===== src/rtl/mat_pkg.sv =====
package mat_pkg;

	// Default table depth, overridable at the top level
	parameter int DEPTH_DEF = 16;

	// Fixed field widths
	localparam int ADDR_W  = 48;
	localparam int COUNT_W = 5;

	// Request kinds
	localparam logic OP_ADD = 1'b0;
	localparam logic OP_DEL = 1'b1;

	// Sequencer states
	typedef enum logic [1:0] {
		ST_IDLE,
		ST_CMP,
		ST_UPD
	} state_t;

	// Per-cell control from the sequencer
	typedef struct packed {
		logic valid;     // entry lies below the count
		logic load_new;  // take the request address
		logic shift_in;  // take the neighbor's entry
	} cell_ctl_t;

endpackage


===== src/rtl/mat_cell.sv =====
module mat_cell import mat_pkg::*; (
	input  logic              clk,
	input  logic              arst_n,
	input  cell_ctl_t         ctl,
	input  logic [ADDR_W-1:0] addr,
	input  logic [ADDR_W-1:0] next_entry,
	output logic [ADDR_W-1:0] entry,
	output logic              match_s1
);

	logic [ADDR_W-1:0] entry_q;

	// Hold the entry; load a new address or pull down from the neighbor
	always_ff @(posedge clk) begin
		if (ctl.load_new) begin
			entry_q <= addr;
		end else if (ctl.shift_in) begin
			entry_q <= next_entry;
		end
	end

	// Compare against the pending request, only while the entry is in use
	always_ff @(posedge clk or negedge arst_n) begin
		if (!arst_n) begin
			match_s1 <= 1'b0;
		end else begin
			match_s1 <= ctl.valid && (entry_q == addr);
		end
	end

	assign entry = entry_q;

endmodule


===== config.mk =====
export PLATFORM = sky130hd
export DESIGN_NAME = mat_cell
export DESIGN_NICKNAME = d
export VERILOG_FILES = /design/src/rtl/mat_pkg.sv /design/src/rtl/mat_cell.sv
export SDC_FILE = /design/constraint.sdc
export NUM_CORES = 1
export LEC_CHECK = 0
export ABC_AREA = 1
export BUFFER_PORTS_ARGS = -buffer_cell sky130_fd_sc_hd__buf_2
export CORE_UTILIZATION = 25
export DETAILED_ROUTE_END_ITERATION = 8
export GPL_TIMING_DRIVEN = 0
export SYNTH_ARGS = -nofsm -noshare
export SYNTH_HDL_FRONTEND = slang
export SYNTH_SLANG_ARGS = --single-unit

===== constraint.sdc =====
create_clock -name clk -period 1 [get_ports clk]
set_input_delay 0.05 -clock clk [delete_from_list [all_inputs] [get_ports clk]]
set_output_delay 0.05 -clock clk [all_outputs]
set_load 0.005 [all_outputs]

* Word level (Yosys, flattened, before mapping) *
Index checks and enable logic that the tools add are counted.

storage, ports and cells
  logic and storage cells = 7
  input bits = 101
  register bits = 49
  output and inout bits = 49

cells by class
  muxes and demuxes = 2
  reductions and logical operators = 2
  equal/unequal tests = 1

operators with widths
  kind               number
  $mux 48            2
  $eq 48x48->1       1
  $reduce_bool 2->1  1
  $logic_and 1x1->1  1

* Longest topological paths before layout *
  depth in word-level cells = 2
  depth in mapped cells = 10
  depth with buffers taken out = 10

* Least setup slack after synthesis *
OpenSTA, ideal clock, no wires.

  path type = in2reg
  start = input ctl[1] (netlist name)
  end = register entry_q[0], in the netlist entry[0], enable pin
  stages on the path = 2
  setup slack = -0.246 ns
  path buffers = 1
  data arrival time = 0.861 ns
  setup time = 0.384 ns
  cell sequence = buf_2 > or2_2

on the way
  word-level cells in the longest chain between the ends = 1

RTL lines
  what                         RTL line        text
  start, declared              mat_cell.sv:4   input cell_ctl_t ctl,
  $reduce_bool 2->1 (no line)  n/a
  end signal, assigned         mat_cell.sv:16  entry_q <= addr;
  end signal, assigned         mat_cell.sv:18  entry_q <= next_entry;
  end, declared                mat_cell.sv:11  logic [ADDR_W-1:0] entry_q;

Every way passes these cells.
A chain may end at the register's enable or synchronous reset.

* Worst setup path in the final report *
  start = register entry_q[6], in the netlist entry[6]
  end = register match_s1

on the way
  word-level cells in the longest chain between the ends = 2

RTL lines
  what                  RTL line        text
  $eq 48x48->1          mat_cell.sv:27  match_s1 <= ctl.valid && (entry_q == addr);
  $logic_and 1x1->1     mat_cell.sv:27
  end signal, assigned  mat_cell.sv:27
  end, declared         mat_cell.sv:8   output logic match_s1

Every way passes these cells.

==> reports/results.env <==
DRT_TOTAL_WL_UM=9239
GRT.TOTAL_USAGE_PCT=15.61
STARTPOINT_TYPE='flop'
WORST_SLEW_PIN_SLEW_NS=0.6714
CLOCK_LATENCY_NS=0.29
LAYOUT_CELL_SHARE_WITH_DRIVE_STRENGTH_BEYOND_1_PCT=34.07
SYN2LAYOUT_AREA_GROWTH_PCT=38.90
CTS_BUFFERS=5
POWER_mW=5.578
DRCVIOLATIONCOUNT=0
DIE_HEIGHT_UM=109.1
FINALHOLDWORSTSLACK_NS=0.01875
CP.BUFFERS_INVERTERS=0
NET_TOTAL_IN_THE_FINAL_LAYOUT=640
FMAX_GHz=0.8162
GP_ROUTABILITY_CONGESTION=0.8215
ANTENNA_VIOLATING_NETS_POST_ROUTE=0
VIA_COUNT_OF_THE_FIRST_GLOBAL_ROUTING_PASS=2788
TIMING.CRITICAL_PATH.CELLS='xor2_1 -> nor2_1 -> nand2_1 -> nor2_1 -> nand3_2 -> nor2_2'
TIMING.FINAL.SETUP_VIOLATIONS=2
CELL_COUNT_AFTER_SYNTHESIS=379
PLACEMENT_ROWS=38
SYN-NUM-NETS=480
PERIOD_SHARE_PCT=122.5
GRT_FIRST_PASS_WIRELENGTH_UM=13720
CORE_MM2=0.01103
CTS.ROOT.BUFFER_CELL='sky130_fd_sc_hd__clkbuf_16'
MAX_SLEW_MARGIN_PCT=55.24
NUM_VIAS=2905
POST_DRT_WL_PER_CELL_UM=13.59
YS_WARN_COUNT=0
POWER_DENSITY_mW_PER_MM2=1400
PORTBUFFERS=148
MOST_FREQUENT_CELL_ON_CRITICAL_PATH='sky130_fd_sc_hd__nor2_1'
CRITICAL-PATH-SLOWEST-CELL='sky130_fd_sc_hd__edfxtp_1'
VIASPERCELL=4.272
CTS_BUFFER_DEPTH=2
WORSTPATHMAXFANOUT=2
DIEWIDTH_UM=109.1
DRT_ITER0_DRC=131
CP.REQUIRED_NS=1.22
CP_SLOWEST_STAGE_DELAY_NS=0.42
CTS_TREE='done'
ANTENNA_FOUND_INITIAL=0
GRT-OVFL-TOTAL=0
SYNTH_SEQ_AREA_SHARE_PCT=51.11
PLACE_WS_NS=-0.2614
CTS-HTREE-LEVELS=2
SYN-CELL-AREA_MM2=0.002869
REPORT.FINAL.SLEW_VIOL_COUNT=0
CAP_VIOLATIONS=0
CRITPATHARRIVALTIME_NS=1.45
SETUP.WORST_PATH.END_CLASS='flop'
LEAKAGEPOWER_nW=2.112
WORSTSETUPPATHTYPE='flop to flop'
DIODES=0
WORST_HOLD_PATH_TYPE='primary input to flop'
PIN_COUNT_OF_THE_BIGGEST_NET_ENTERING_GLOBAL_ROUTING=49
HPWL_UM=6982
FAMILY_OF_CELLS_WITH_THE_GREATEST_SUMMED_DELAY_ON_THE_CRITICAL_PATH='simple AND/OR/NAND/NOR gates'
YS_SEQ_ELEMENTS=49
PIN_COUNT=150
SYN-MEAN-INSTANCE-AREA_UM2=7.570
MAX-VDD-IR-DROP_uV=633.5
CTS_SINK_CNT=49
SYNTH_CELL_TYPE_COUNT=18
DETAIL_ROUTE.FIRST_PASS.ITERATIONS=4
VIOLATIONS='setup timing'
OUTCOME='finished, violations left'
FLOORPLAN.DIE_AREA_MM2=0.01191
POSTLAYOUTSETUPSLACKWORST_NS=-0.2251
INITIAL_UTILIZATION_PCT=26.01
FIN_WORST_SKEW_NS=0.005881
PATH_CLK_SLEW_NS=0.07
RSZ0062_AT_GRT='yes'
FINAL_PERIOD_MINUS_WORST_SETUP_SLACK_NS=1.225
FINALHOLDVIOLCOUNT=0
through the flow:
stage	utilization, %	setup TNS (ns)	cells	area, um2
floorplan	-	-0.001717	379	2874
global placement	34.36	-12.17	667	3790
detailed placement	34.36	-12.09	667	3790
CTS	35.84	-0.2644	677	3954
global route	36.13	-0.4767	680	3985
finish	36.13	-0.2510	680	3985
routing by layer:
layer  up-vias  track usage, %  part of all wire, %
met3         7           3.527                  6.1
met1      1304           19.24                   46
met5         -               0                    0
li1       1494               -                    -
met2       100           26.82                   47
met4         0           5.019                 0.96
final timing paths:
| check | from | to | slack (ns) | depth (start not counted) |
|---|---|---|---|---|
| worst max-delay path | entry[6] | match_s1 | -0.23 | 6 |
| worst min-delay path | next_entry[22] | entry[22] | 0.02 | 3 |
| worst max register to register | entry[6] | match_s1 | -0.23 | 6 |
| worst min register to register | entry[36] | match_s1 | 0.72 | 5 |
| max in group asynchronous | arst_n | match_s1 | 0.86 | 2 |
| min in group asynchronous | arst_n | match_s1 | 0.06 | 2 |
registers in the layout, summed over array words and instances, names as in the netlist:
name,count
entry,48
match_s1,1
layout make-up:
| cell class | count | area (um2) |
|---|---|---|
| Sequential cell | 49 | 1466 |
| Clock inverter | 2 | 10.01 |
| Multi-Input combinational cell | 257 | 1129 |
| Buffer | 10 | 52.55 |
| Inverter | 64 | 240.2 |
| Tap cell | 140 | 175.2 |
| Timing Repair Buffer | 152 | 783.3 |
| Clock buffer | 6 | 128.9 |
| Fill cell | 1208 | 7046 |
synth_stat cells (all sizes together):
| master | instances | area, um2 |
|---|---|---|
| nor2 | 22 | 87.58 |
| xnor2 | 12 | 105.1 |
| dfrtp | 1 | 25.02 |
| nand4 | 1 | 6.260 |
| o211ai | 1 | 7.510 |
| o21ai | 48 | 240.2 |
| edfxtp | 48 | 1441 |
| inv | 64 | 240.2 |
| xor2 | 1 | 8.760 |
| nand3 | 2 | 10.01 |
| a21boi | 1 | 11.26 |
| or2 | 1 | 6.260 |
| nand2 | 167 | 629.4 |
| buf | 10 | 50.05 |
cell usage in the layout, fill, tap and decap left out, types with 2 or more instances in the layout:
| master | n |
|---|---|
| sky130_fd_sc_hd__buf_2 | 156 |
| sky130_fd_sc_hd__buf_4 | 3 |
| sky130_fd_sc_hd__buf_6 | 2 |
| sky130_fd_sc_hd__clkbuf_16 | 5 |
| sky130_fd_sc_hd__clkinv_2 | 2 |
| sky130_fd_sc_hd__edfxtp_1 | 48 |
| sky130_fd_sc_hd__inv_1 | 56 |
| sky130_fd_sc_hd__inv_2 | 8 |
| sky130_fd_sc_hd__nand2_1 | 166 |
| sky130_fd_sc_hd__nor2_1 | 19 |
| sky130_fd_sc_hd__nor2_2 | 3 |
| sky130_fd_sc_hd__o21ai_0 | 5 |
| sky130_fd_sc_hd__o21ai_1 | 43 |
| sky130_fd_sc_hd__xnor2_1 | 12 |
worst register-to-register path: stages, from the launching register on:
cell and delay (ns):
sky130_fd_sc_hd__edfxtp_1 0.42, sky130_fd_sc_hd__xor2_1 0.18, sky130_fd_sc_hd__nor2_1 0.17, sky130_fd_sc_hd__nand2_1 0.07
sky130_fd_sc_hd__nor2_1 0.11, sky130_fd_sc_hd__nand3_2 0.10, sky130_fd_sc_hd__nor2_2 0.10
cells by family (layout without fill, tap and decap cells):
logic type | Yosys count | after routing | synth area share [%]
compound gates | 50 | 50 | 9.028
simple gates | 193 | 194 | 25.77
xor+xnor | 13 | 13 | 3.969
buf+inv | 74 | 234 | 10.12
flops | 49 | 49 | 51.11
report_power, final:
group          internal [mW]  switching [mW]  total (mW)  leakage [nW]
logic                  0.567           0.646        1.21          1.53
registers               2.52           0.161        2.69         0.508
clock network          0.922           0.757        1.68        0.0706
total                   4.01            1.56        5.58          2.11
timing repair:
item                                   CTS  global route
hold buffers                             1             0
setup endpoints to repair                1            11
resized for setup                        2             2
buffers inserted                         1             2
cloned                                   0             1
pin swaps                                3             2
endpoints found under the hold margin    1             0
Note: power is estimated with default switching activity, not from simulation.
